**src/rtl/core/jfss_pkg.sv**
```systemverilog
// jfss_pkg: shared types and constants for the jpeg frame size scanner
// no dependencies; used by the parser, the top level and the bench
`timescale 1ns / 1ps

package jfss_pkg;

  localparam logic [7:0] MarkLead = 8'hFF;
  localparam logic [7:0] MarkSoi  = 8'hD8;
  localparam logic [7:0] MarkSof0 = 8'hC0;
  localparam logic [15:0] SofMinLen = 16'd5;
  localparam logic [15:0] SegMinLen = 16'd2;
  localparam logic [7:0] SofKinds = 8'd3;

  typedef enum logic [2:0] {
    StFound    = 3'd0,
    StBadSig   = 3'd1,
    StSync     = 3'd2,
    StTrunc    = 3'd3,
    StShortSof = 3'd4,
    StBadLen   = 3'd5
  } status_e;

  typedef struct packed {
    logic        hit;
    status_e     status;
    logic [15:0] image_width;
    logic [15:0] image_height;
    logic [1:0]  frame_kind;
  } result_t;

endpackage

```
**src/rtl/core/jfss_byte_if.sv**
```systemverilog
// jfss_byte_if: valid/ready channel carrying file bytes into the scanner
// no dependencies
`timescale 1ns / 1ps

interface jfss_byte_if;
  logic       valid;
  logic       ready;
  logic [7:0] data_byte;
  logic       end_of_file;

  modport source (output valid, output data_byte, output end_of_file, input ready);
  modport sink (input valid, input data_byte, input end_of_file, output ready);
endinterface

```
**src/rtl/core/jfss_result_if.sv**
```systemverilog
// jfss_result_if: valid/ready channel carrying one scan result per file
// no dependencies
`timescale 1ns / 1ps

interface jfss_result_if;
  logic        valid;
  logic        ready;
  logic [2:0]  status;
  logic [15:0] image_width;
  logic [15:0] image_height;
  logic [1:0]  frame_kind;

  modport source (output valid, output status, output image_width, output image_height,
                  output frame_kind, input ready);
  modport sink (input valid, input status, input image_width, input image_height,
                input frame_kind, output ready);
endinterface

```
**src/rtl/core/jfss_parser.sv**
```systemverilog
// jfss_parser: marker segment walker, one byte per step, result formed combinationally
// depends on jfss_pkg
`timescale 1ns / 1ps

module jfss_parser (
  input  logic              clk_i,
  input  logic              rst_ni,
  input  logic              step_i,
  input  logic [7:0]        data_byte_i,
  input  logic              end_of_file_i,
  output jfss_pkg::result_t result_o
);

  typedef enum logic [3:0] {
    PhSig0, PhSig1, PhSig2, PhMarker, PhLenHi, PhLenLo, PhSkip, PhSync,
    PhSofLenHi, PhSofLenLo, PhPrec, PhHHi, PhHLo, PhWHi, PhWLo, PhDone
  } phase_e;

  phase_e      phase_q, phase_d;
  logic [15:0] skip_q, skip_d;
  logic [7:0]  hi_q, hi_d;
  logic [15:0] height_q, height_d;
  logic [1:0]  kind_q, kind_d;

  logic [15:0] word;
  logic [7:0]  kind_off;

  assign word     = {hi_q, data_byte_i};
  assign kind_off = data_byte_i - jfss_pkg::MarkSof0;

  always_comb begin
    phase_d  = phase_q;
    skip_d   = skip_q;
    hi_d     = hi_q;
    height_d = height_q;
    kind_d   = kind_q;
    result_o = '0;

    unique case (phase_q)
      PhSig0: begin
        if (data_byte_i != jfss_pkg::MarkLead) begin
          result_o.hit    = 1'b1;
          result_o.status = jfss_pkg::StBadSig;
          phase_d         = PhDone;
        end else begin
          phase_d = PhSig1;
        end
      end
      PhSig1: begin
        if (data_byte_i != jfss_pkg::MarkSoi) begin
          result_o.hit    = 1'b1;
          result_o.status = jfss_pkg::StBadSig;
          phase_d         = PhDone;
        end else begin
          phase_d = PhSig2;
        end
      end
      PhSig2: begin
        if (data_byte_i != jfss_pkg::MarkLead) begin
          result_o.hit    = 1'b1;
          result_o.status = jfss_pkg::StBadSig;
          phase_d         = PhDone;
        end else begin
          phase_d = PhMarker;
        end
      end
      PhMarker: begin
        if (data_byte_i >= jfss_pkg::MarkSof0 && kind_off < jfss_pkg::SofKinds) begin
          kind_d  = kind_off[1:0];
          phase_d = PhSofLenHi;
        end else begin
          phase_d = PhLenHi;
        end
      end
      PhLenHi: begin
        hi_d    = data_byte_i;
        phase_d = PhLenLo;
      end
      PhLenLo: begin
        if (word < jfss_pkg::SegMinLen) begin
          result_o.hit    = 1'b1;
          result_o.status = jfss_pkg::StBadLen;
          phase_d         = PhDone;
        end else begin
          skip_d  = word - jfss_pkg::SegMinLen;
          phase_d = (word == jfss_pkg::SegMinLen) ? PhSync : PhSkip;
        end
      end
      PhSkip: begin
        skip_d = skip_q - 16'd1;
        if (skip_q == 16'd1) begin
          phase_d = PhSync;
        end
      end
      PhSync: begin
        if (data_byte_i != jfss_pkg::MarkLead) begin
          result_o.hit    = 1'b1;
          result_o.status = jfss_pkg::StSync;
          phase_d         = PhDone;
        end else begin
          phase_d = PhMarker;
        end
      end
      PhSofLenHi: begin
        hi_d    = data_byte_i;
        phase_d = PhSofLenLo;
      end
      PhSofLenLo: begin
        skip_d  = word;
        phase_d = PhPrec;
      end
      PhPrec: begin
        if (skip_q < jfss_pkg::SofMinLen) begin
          result_o.hit    = 1'b1;
          result_o.status = jfss_pkg::StShortSof;
          phase_d         = PhDone;
        end else begin
          phase_d = PhHHi;
        end
      end
      PhHHi: begin
        hi_d    = data_byte_i;
        phase_d = PhHLo;
      end
      PhHLo: begin
        height_d = word;
        phase_d  = PhWHi;
      end
      PhWHi: begin
        hi_d    = data_byte_i;
        phase_d = PhWLo;
      end
      PhWLo: begin
        result_o.hit          = 1'b1;
        result_o.status       = jfss_pkg::StFound;
        result_o.image_width  = word;
        result_o.image_height = height_q;
        result_o.frame_kind   = kind_q;
        phase_d               = PhDone;
      end
      PhDone: begin
        phase_d = PhDone;
      end
      default: begin
        phase_d = PhSig0;
      end
    endcase

    // last byte of the file: report a bad signature or truncation if nothing was given, then restart
    if (end_of_file_i) begin
      if (!result_o.hit && phase_q != PhDone) begin
        result_o.hit    = 1'b1;
        result_o.status = (phase_d == PhSig0 || phase_d == PhSig1 || phase_d == PhSig2)
                          ? jfss_pkg::StBadSig : jfss_pkg::StTrunc;
      end
      phase_d  = PhSig0;
      skip_d   = '0;
      hi_d     = '0;
      height_d = '0;
      kind_d   = '0;
    end

    if (!step_i) begin
      result_o.hit = 1'b0;
    end
  end

  always_ff @(posedge clk_i or negedge rst_ni) begin
    if (!rst_ni) begin
      phase_q  <= PhSig0;
      skip_q   <= '0;
      hi_q     <= '0;
      height_q <= '0;
      kind_q   <= '0;
    end else if (step_i) begin
      phase_q  <= phase_d;
      skip_q   <= skip_d;
      hi_q     <= hi_d;
      height_q <= height_d;
      kind_q   <= kind_d;
    end
  end

endmodule

```
**src/rtl/core/jpeg_frame_size_scanner_unit.sv**
```systemverilog
// jpeg_frame_size_scanner_unit: scans a jpeg byte stream for the first sof segment
// the deciding byte passes the input register and the parser step into the result register
// throughput: one byte per cycle, set by the single parser step between input and result register
// an untaken result stalls the input once the input register holds a byte
// reset clears the parser state and the valid flags of the input and result registers
// depends on jfss_pkg, jfss_byte_if, jfss_result_if, jfss_parser
`timescale 1ns / 1ps

module jpeg_frame_size_scanner_unit (
  input  logic      clk_i,
  input  logic      rst_ni,
  jfss_byte_if.sink     in_i,
  jfss_result_if.source out_o
);

  logic              in_valid_q;
  logic [7:0]        byte_q;
  logic              eof_q;
  logic              advance;
  logic              out_valid_q;
  jfss_pkg::result_t res;
  jfss_pkg::result_t out_q;

  assign advance  = in_valid_q && (!out_valid_q || out_o.ready);
  assign in_i.ready = !in_valid_q || advance;

  always_ff @(posedge clk_i or negedge rst_ni) begin
    if (!rst_ni) begin
      in_valid_q <= 1'b0;
    end else if (in_i.ready) begin
      in_valid_q <= in_i.valid;
    end
  end

  always_ff @(posedge clk_i) begin
    if (in_i.ready && in_i.valid) begin
      byte_q <= in_i.data_byte;
      eof_q  <= in_i.end_of_file;
    end
  end

  jfss_parser u_parser (
    .clk_i         (clk_i),
    .rst_ni        (rst_ni),
    .step_i        (advance),
    .data_byte_i   (byte_q),
    .end_of_file_i (eof_q),
    .result_o      (res)
  );

  always_ff @(posedge clk_i or negedge rst_ni) begin
    if (!rst_ni) begin
      out_valid_q <= 1'b0;
    end else if (advance) begin
      out_valid_q <= res.hit;
    end else if (out_o.ready) begin
      out_valid_q <= 1'b0;
    end
  end

  always_ff @(posedge clk_i) begin
    if (advance && res.hit) begin
      out_q <= res;
    end
  end

  assign out_o.valid        = out_valid_q;
  assign out_o.status       = out_q.status;
  assign out_o.image_width  = out_q.image_width;
  assign out_o.image_height = out_q.image_height;
  assign out_o.frame_kind   = out_q.frame_kind;

`ifndef SYNTHESIS
  a_no_result_without_step: assert property (@(posedge clk_i) disable iff (!rst_ni)
    res.hit |-> advance)
    else $error("parser result without a step");

  a_error_fields_zero: assert property (@(posedge clk_i) disable iff (!rst_ni)
    (out_valid_q && out_q.status != jfss_pkg::StFound) |->
      (out_q.image_width == 16'd0 && out_q.image_height == 16'd0 && out_q.frame_kind == 2'd0))
    else $error("error result carries frame data");

  a_stall_only_on_full: assert property (@(posedge clk_i) disable iff (!rst_ni)
    !in_i.ready |-> (in_valid_q && out_valid_q && !out_o.ready))
    else $error("input stalled without a blocked result");

  a_result_kept_when_blocked: assert property (@(posedge clk_i) disable iff (!rst_ni)
    (out_valid_q && !out_o.ready) |=> (out_valid_q && $stable(out_q)))
    else $error("blocked result lost or changed");
`endif

endmodule

```
**src/flat_wrapper.sv**
```systemverilog
// flat-port wrapper written by rule: the top's interface ports become plain ports
module jpeg_frame_size_scanner_unit_flat 
  (clk_i, rst_ni, in_i_valid, in_i_data_byte, in_i_end_of_file, in_i_ready, out_o_valid, out_o_status, out_o_image_width, out_o_image_height, out_o_frame_kind, out_o_ready);
  jfss_byte_if in_i_i ();
  jfss_result_if out_o_i ();
  input  logic clk_i;
  input  logic rst_ni;
  input wire logic [$bits(in_i_i.valid)-1:0] in_i_valid;
  input wire logic [$bits(in_i_i.data_byte)-1:0] in_i_data_byte;
  input wire logic [$bits(in_i_i.end_of_file)-1:0] in_i_end_of_file;
  output wire logic [$bits(in_i_i.ready)-1:0] in_i_ready;
  output wire logic [$bits(out_o_i.valid)-1:0] out_o_valid;
  output wire logic [$bits(out_o_i.status)-1:0] out_o_status;
  output wire logic [$bits(out_o_i.image_width)-1:0] out_o_image_width;
  output wire logic [$bits(out_o_i.image_height)-1:0] out_o_image_height;
  output wire logic [$bits(out_o_i.frame_kind)-1:0] out_o_frame_kind;
  input wire logic [$bits(out_o_i.ready)-1:0] out_o_ready;
  assign in_i_i.valid = in_i_valid;
  assign in_i_i.data_byte = in_i_data_byte;
  assign in_i_i.end_of_file = in_i_end_of_file;
  assign in_i_ready = in_i_i.ready;
  assign out_o_valid = out_o_i.valid;
  assign out_o_status = out_o_i.status;
  assign out_o_image_width = out_o_i.image_width;
  assign out_o_image_height = out_o_i.image_height;
  assign out_o_frame_kind = out_o_i.frame_kind;
  assign out_o_i.ready = out_o_ready;
  jpeg_frame_size_scanner_unit u_core (.clk_i(clk_i), .rst_ni(rst_ni), .in_i(in_i_i), .out_o(out_o_i));
endmodule
```
**config.mk**
```make
export PLATFORM = sky130hd
export DESIGN_NAME = jpeg_frame_size_scanner_unit_flat
export DESIGN_NICKNAME = d
export VERILOG_FILES = /design/src/rtl/core/jfss_pkg.sv /design/src/rtl/core/jfss_byte_if.sv /design/src/rtl/core/jfss_result_if.sv /design/src/rtl/core/jfss_parser.sv /design/src/rtl/core/jpeg_frame_size_scanner_unit.sv /design/src/flat_wrapper.sv
export SDC_FILE = /design/constraint.sdc
export NUM_CORES = 1
export LEC_CHECK = 0
export BUFFER_PORTS_ARGS = -buffer_cell sky130_fd_sc_hd__buf_4
export CORE_MARGIN = 2
export CORE_UTILIZATION = 45
export DETAILED_ROUTE_END_ITERATION = 6
export GPL_TIMING_DRIVEN = 0
export PLACE_DENSITY = 0.71
export SYNTH_ARGS = -nofsm -noshare
export SYNTH_HDL_FRONTEND = slang
export SYNTH_SLANG_ARGS = --single-unit
```
**constraint.sdc**
```tcl
create_clock -name clk_i -period 4.8 [get_ports clk_i]
set_input_delay 1.44 -clock clk_i [delete_from_list [all_inputs] [get_ports clk_i]]
set_output_delay 1.44 -clock clk_i [all_outputs]
set_load 0.005 [all_outputs]
```
==> impl_results.md, run 1 <==
* Status: finished clean
* Num CTS Buffers at 9
* Clock slew at reported path FFs at roughly 80 ps
* RR Startpoint: u_core.u_parser.skip_q[8]$_DFFE_PN0P_
* Largest net degree at the start of global routing at 49
* Number of fill cells in the layout at 928
* CTS tree: done
* Achievable Freq at 0.292 GHz
* Worst IR drop on VDD at 0.300 mV
* Rows at 37
* DP Wirelength at 8390 µm
* Critical path class: in2out
* Max-slew headroom at a little under two fifths
* Share of Yosys cell area claimed by the top area cell type at 28.7%
* Power Internal at 0.00183 W
* Total gr overflow at 0
* Chip Width at 107 µm
* Asr flop ratio synth at 51.1%
* Critical path arrival at 1980 ps
* CTS Root Cell: clkbuf_8
* CP Launch Type: input pin
* Initial antenna violation count at 0
* EDFF count, synth at 46
* Synthesized area per cell at 10.4 µm²
* Area Growth Syn to Fin at 15.6%
* Gate power share at 42.3%
* Cell taking the most area after synthesis: edfxtp_1
* Total die area at 11500 µm²
* Crit path max fanout at 3
* Pwr Density at around 550 nW/µm²
* WL/cell at 17.7 µm
* Nets at 543
* DR iter-0 viols at approximately 380
* Hold EP: u_core.u_parser.height_q[7]$_DFFE_PN0P_
* Clock sinks at 94
* DRC at 0
* Reg2reg end: u_core.out_o.image_width[14]$_SDFFCE_PP0P_
* Clk Latency, worst-skew pair at 370 ps
* Vias in the first global route at 3692
* Synth Register Bits at 94
* Final Wtd Congestion at between 0.9 and 1
* Period Utilization, post-route at 71.3%
* Clock skew at 9.54 ps
* Leading post-synthesis cells by cell area: edfxtp_1 29%, dfrtp_1 25%, and2_1 4.4%
* Final setup viols at 0
* Worst hold path depth at 1
* Clock H-tree levels at 3
* Routed WL at 11800 µm
* Primary FF master, synth: dfrtp_1
* Worst path required time at 3360 ps
* Sequential share of power at 40.7%
* Pins Over Slew Limit at 0
* Syn Nets at between 400 and 500
* Starting Density at 46.4%
* CTS resizes at 0
* Max cap viols at 0
* Input/output buffers at about 50
* HP Start: u_core.u_parser.height_q[7]$_DFFE_PN0P_
* Mapped cell area at 4810 µm²
* Switch share at 40.0%
* Number of distinct library cells after synthesis at 66
* Hold_ws at 504 ps
* RSZ-0062 raised after global routing: false
* LEAKAGE at approximately 2.3 nW
* Sequential area share after synthesis at 53.6%
* TNS Setup at 0 ps
* Fin crit period at 3420 ps
* Least-Margin Pin Slew at 941 ps
* Reg2Reg Setup Slack at around 1600 ps
* Count leader, synth: dfrtp_1
* Hold Fails Final Rpt at 0
* Ports at 52
* Switching Power at approximately 0.0012 W
* Hold buffer count at cts at 0
* Reg2Reg Depth at 6
* Worst min-delay path class: reg2reg
* Max Root-Sink Buffers at 2
* Via/cell ratio at 5.84
* Post-Syn Instances at 464
* 1st-pass router iterations at 6
* Diodes inserted at 0
* Total GRT Usage at 21.5%
* Via count at 3897
* Yosys warning count at 0
* Routed Antenna Nets at 0
* Core area at 10400 µm²
* First-pass GRT wire length at about 19000 µm
* Fraction of layout cells with a size suffix above 1 at between 10% and 20%
* Clock share of power at 17.0%
* Top cells by count, synth: 48 x dfrtp_1, 46 x edfxtp_1, 44 x nand2_1
* CP endpoint kind: output port
* Post-CTS setup buffers at 0
* Die span in y at around 110 µm
how the worst max path moves through the flow:
stage / depth (start not counted) / slack (ps) / start / end
2_1_floorplan: 4 / 960 / out_o_ready / u_core.out_o.frame_kind[0]$_SDFFCE_PP0P_
3_3_place_gp: 5 / 190 / out_o_ready / u_core.out_o.image_width[11]$_SDFFCE_PP0P_
3_5_place_dp: 4 / 1380 / out_o_ready / in_i_ready
4_1_cts: 4 / 1380 / out_o_ready / in_i_ready
5_1_grt: 7 / 1310 / u_core.byte_q[5]$_DFFE_PP_ / u_core.out_o.image_width[15]$_SDFFCE_PP0P_
6_report: 4 / 1380 / out_o_ready / in_i_ready
sequential cells by signal (all words and copies together) (netlist names), 3 cells and up:
name and count:
u_core.u_parser.phase_q 4, u_core.out_o.image_width 16, u_core.u_parser.height_q 16, u_core.u_parser.hi_q 8, u_core.u_parser.skip_q 16, u_core.out_o.image_height 16
u_core.byte_q 8, u_core.out_o.status 3
cell usage in the layout, fill, tap and decap left out, types with 5 or more instances in the layout:
cell	synthesis	final
buf_4	0	51
a21oi_1	26	26
o21ai_1	5	5
and2_1	34	34
inv_1	8	8
o31ai_1	5	5
clkbuf_1	17	19
o21ai_0	39	39
nand3_1	5	5
nor2_1	27	26
a22o_1	18	18
dfrtp_1	48	48
nand2b_1	13	13
xor2_1	6	6
edfxtp_1	46	46
buf_2	13	13
nand2_1	44	44
a22oi_1	7	7
or3_1	5	5
clkbuf_8	0	9
nor3_1	12	12
logic make-up (layout without fill, tap and decap cells):
| family | after synthesis | in the layout | share of synthesized area (%) |
|---|---|---|---|
| and+or+nand+nor | 180 | 180 | 20.7 |
| AOI/OAI and AO/OA | 136 | 136 | 18.9 |
| DFF | 94 | 94 | 53.6 |
| buffers and inverters | 40 | 107 | 3.77 |
| xor gates and xnor gates | 8 | 8 | 1.46 |
| adders and majority gates | 4 | 4 | 1.04 |
| muxes | 2 | 2 | 0.442 |
final cells by class:
cell class | instances | area [µm²] | area share (%)
Sequential cell | 94 | 2580 | 46.4
Buffer | 32 | 151 | 2.72
Tap cell | 136 | 170 | 3.06
Clock buffer | 11 | 131 | 2.36
Inverter | 8 | 30.0 | 0.540
Timing Repair Buffer | 51 | 383 | 6.88
Clock inverter | 5 | 58.8 | 1.06
Multi-Input combinational cell | 330 | 2060 | 37.0
metrics by stage:
step           total power [W]  instance area, µm²  setup WS, ps  cells  utilization, %
2_1_floorplan          0.00209                4810           962    464               -
3_3_place_gp           0.00250                5370           188    651            51.8
3_5_place_dp           0.00252                5380          1380    651            51.8
4_1_cts                0.00304                5570          1380    667            53.7
5_1_grt                0.00325                5570          1310    667            53.7
6_report               0.00305                5570          1380    667            53.7
routing by layer:
metal  part of all wire (%)  global-route usage, %  wire length (µm)
met1                     44                   29.3              5230
met2                     46                   33.0              5390
met3                    7.4                   5.08               874
met4                    2.5                   9.25               295
met5                      0                      0                 0
worst max-delay path: stages:
cell and delay, ps:
buf_4 110, nor2b_1 170, nand2_1 110, buf_4 150
power by group through the flow:
| stage | registers, W | logic (W) | clock network, W |
|---|---|---|---|
| floorplan | 0.00122 | 0.000871 | 0 |
| global placement | 0.00125 | 0.00126 | 0 |
| detailed placement | 0.00126 | 0.00127 | 0 |
| CTS | 0.00124 | 0.00128 | 0.000527 |
| global route | 0.00127 | 0.00142 | 0.000568 |
| finish | 0.00124 | 0.00129 | 0.000519 |
No activity file was read; power rests on OpenSTA's default activity.
==> inputs of run 2 (changes only) <==
==> constraint.sdc (replaced) <==
create_clock -name clk_i -period 3.3 [get_ports clk_i]
set_input_delay 0.99 -clock clk_i [delete_from_list [all_inputs] [get_ports clk_i]]
set_output_delay 0.99 -clock clk_i [all_outputs]
set_load 0.005 [all_outputs]
==> impl_results.md, run 2 (synthesis results as in run 1) <==
* Period Utilization, post-route at 93.3%
* Max cap viols at 0
* Nets at 544
* Hold Fails Final Rpt at 0
* Rows at 37
* Diodes inserted at 0
* Routed Antenna Nets at 0
* Pins Over Slew Limit at 0
* Clock H-tree levels at 3
* CP Launch Type: flop
* Num CTS Buffers at 9
* DRC at 0
* Placed cell count at around 650
* Area Growth Syn to Fin at 16.3%
* Worst min-delay path class: reg2reg
* Initial antenna violation count at 0
* Reg2Reg Setup Slack at 220 ps
* Post-CTS setup buffers at 0
* Clock sinks at 94
* Least-Margin Pin Slew at 962 ps
* Critical path class: reg2reg
* Clk Latency, worst-skew pair at 370 ps
* RR Startpoint: u_core.byte_q[5]$_DFFE_PP_
* Starting Density at 46.4%
* Worst IR drop on VDD at 0.495 mV
* Routed WL at 12000 µm
* Input/output buffers at 51
* Core area at 10400 µm²
* Number of fill cells in the layout at 958
* Total GRT Usage at roughly 22%
* Clock skew at approximately 11 ps
* Total gr overflow at 0
* First-pass GRT wire length at 19600 µm
* Max-slew headroom at 35.7%
* Achievable Freq at 0.325 GHz
* Multi-input logic area at 2070 µm²
* Post-Layout Cell Count at 668
* Reg2Reg Depth at 6
* Reg2reg end: u_core.out_o.image_width[10]$_SDFFCE_PP0P_
* Sequential Area at roughly 2600 µm²
* Hold EP: u_core.u_parser.height_q[4]$_DFFE_PN0P_
* Clock slew at reported path FFs at 80 ps
* Ports at 52
* Hold_ws at approximately 500 ps
* Final Instance Area at 5600 µm²
* 1st-pass router iterations at 5
* Fin crit period at 3080 ps
* Worst hold path depth at 1
* CP endpoint kind: flop
* Via/cell ratio at 5.76
* Most common library cell in the layout ignoring fill and taps: buf_4
* Total die area at 11500 µm²
* Hold buffer count at cts at 0
* RSZ-0062 raised after global routing: false
* Max Root-Sink Buffers at 2
* Fraction of layout cells with a size suffix above 1 at 18.4%
* DR iter-0 viols at 278
* Final setup viols at 0
* Most frequent cells in the layout: 51 x buf_4, 48 x dfrtp_1, 46 x edfxtp_1, 44 x nand2_1, 39 x o21ai_0
* Crit path max fanout at 19
* Status: finished clean
* DP Wirelength at ~8400 µm
* Largest net degree at the start of global routing at 49
* Placed Area at roughly 5400 µm²
* Worst path required time at 3350 ps
* Pwr Density at 807 nW/µm²
* WL/cell at 18.0 µm
* HP Start: u_core.u_parser.height_q[4]$_DFFE_PN0P_
* Vias in the first global route at 3710
* LEAKAGE at 2.32 nW
* CTS tree: done
* Die span in y at 107 µm
* Critical path arrival at 3130 ps
* Via count at between 3000 and 4000
* Chip Width at about 110 µm
* CTS Root Cell: clkbuf_8
* Final Wtd Congestion at 0.977
## run 2: cell count changes in the layout (fill, tap and decap cells not counted)
cell | previous run | this run
bufinv_16 | 1 | 2
clkinv_1 | 1 | 0
clkinv_2 | 0 | 1
clkinvlp_4 | 1 | 0
nor2_4 | 1 | 2
## run 2: critical path: stages (launching register included)
cell and delay, ps:
edfxtp_1 600, or4_1 630, o21ai_1 170, mux2i_1 110, o2bb2ai_1 170, nor3b_1 790
nor2_4 290
## run 2: worst max path at each step
stage                                                       from                                    endpoint  slack, ps  cells past startpoint
final                                 u_core.byte_q[5]$_DFFE_PP_  u_core.out_o.image_width[10]$_SDFFCE_PP0P_        220                      6
after global routing                  u_core.byte_q[5]$_DFFE_PP_  u_core.out_o.image_width[13]$_SDFFCE_PP0P_         70                      6
after CTS                             u_core.byte_q[5]$_DFFE_PP_  u_core.out_o.image_width[14]$_SDFFCE_PP0P_        140                      7
after detailed placement              u_core.byte_q[5]$_DFFE_PP_  u_core.out_o.image_width[14]$_SDFFCE_PP0P_        170                      7
after global placement                u_core.byte_q[5]$_DFFE_PP_  u_core.out_o.image_width[11]$_SDFFCE_PP0P_       -320                      7
after floorplan           u_core.u_parser.phase_q[3]$_DFFE_PN0P_    u_core.out_o.frame_kind[0]$_SDFFCE_PP0P_        360                      7
## run 2: area by class of cell
| class | count | share of cell area, % |
|---|---|---|
| multi-input combinational | 331 | 37.0 |
| clock inverter | 5 | 1.47 |
| sequential | 94 | 46.1 |
| inverter | 8 | 0.536 |
| tap | 136 | 3.04 |
| buffer | 32 | 2.70 |
| timing repair buffer | 51 | 6.84 |
| clock buffer | 11 | 2.35 |
## run 2: metal layers
layer	share of wire, %	wire length [µm]	global-route usage [%]	vias up
li1	-	-	-	1840
met1	46	5500	30.9	1824
met2	46	5500	34.0	166
met3	7.1	852	5.39	20
met4	1.6	197	6.96	0
met5	0	0	0	-
## run 2: stage by stage
stage	total power [W]	setup TNS [ps]	utilization, %	worst slack, ps
global placement	0.00364	-11880	51.8	-324
detailed placement	0.00367	0	51.8	169
finish	0.00452	0	54.0	220
CTS	0.00449	0	53.9	144
global route	0.00484	0	54.0	69.7
floorplan	0.00303	0	-	364
## run 2: power breakdown
part | internal [W] | switching (W) | total (W)
Clock | 0.000430 | 0.000400 | 0.000830
Sequential | 0.00156 | 0.000246 | 0.00180
Combinational | 0.000753 | 0.00114 | 0.00189
## run 2: timing repair
action	4_1_cts	5_1_grt
gates resized for setup	0	1
endpoints found under the setup margin	0	37
hold endpoints to repair	0	0
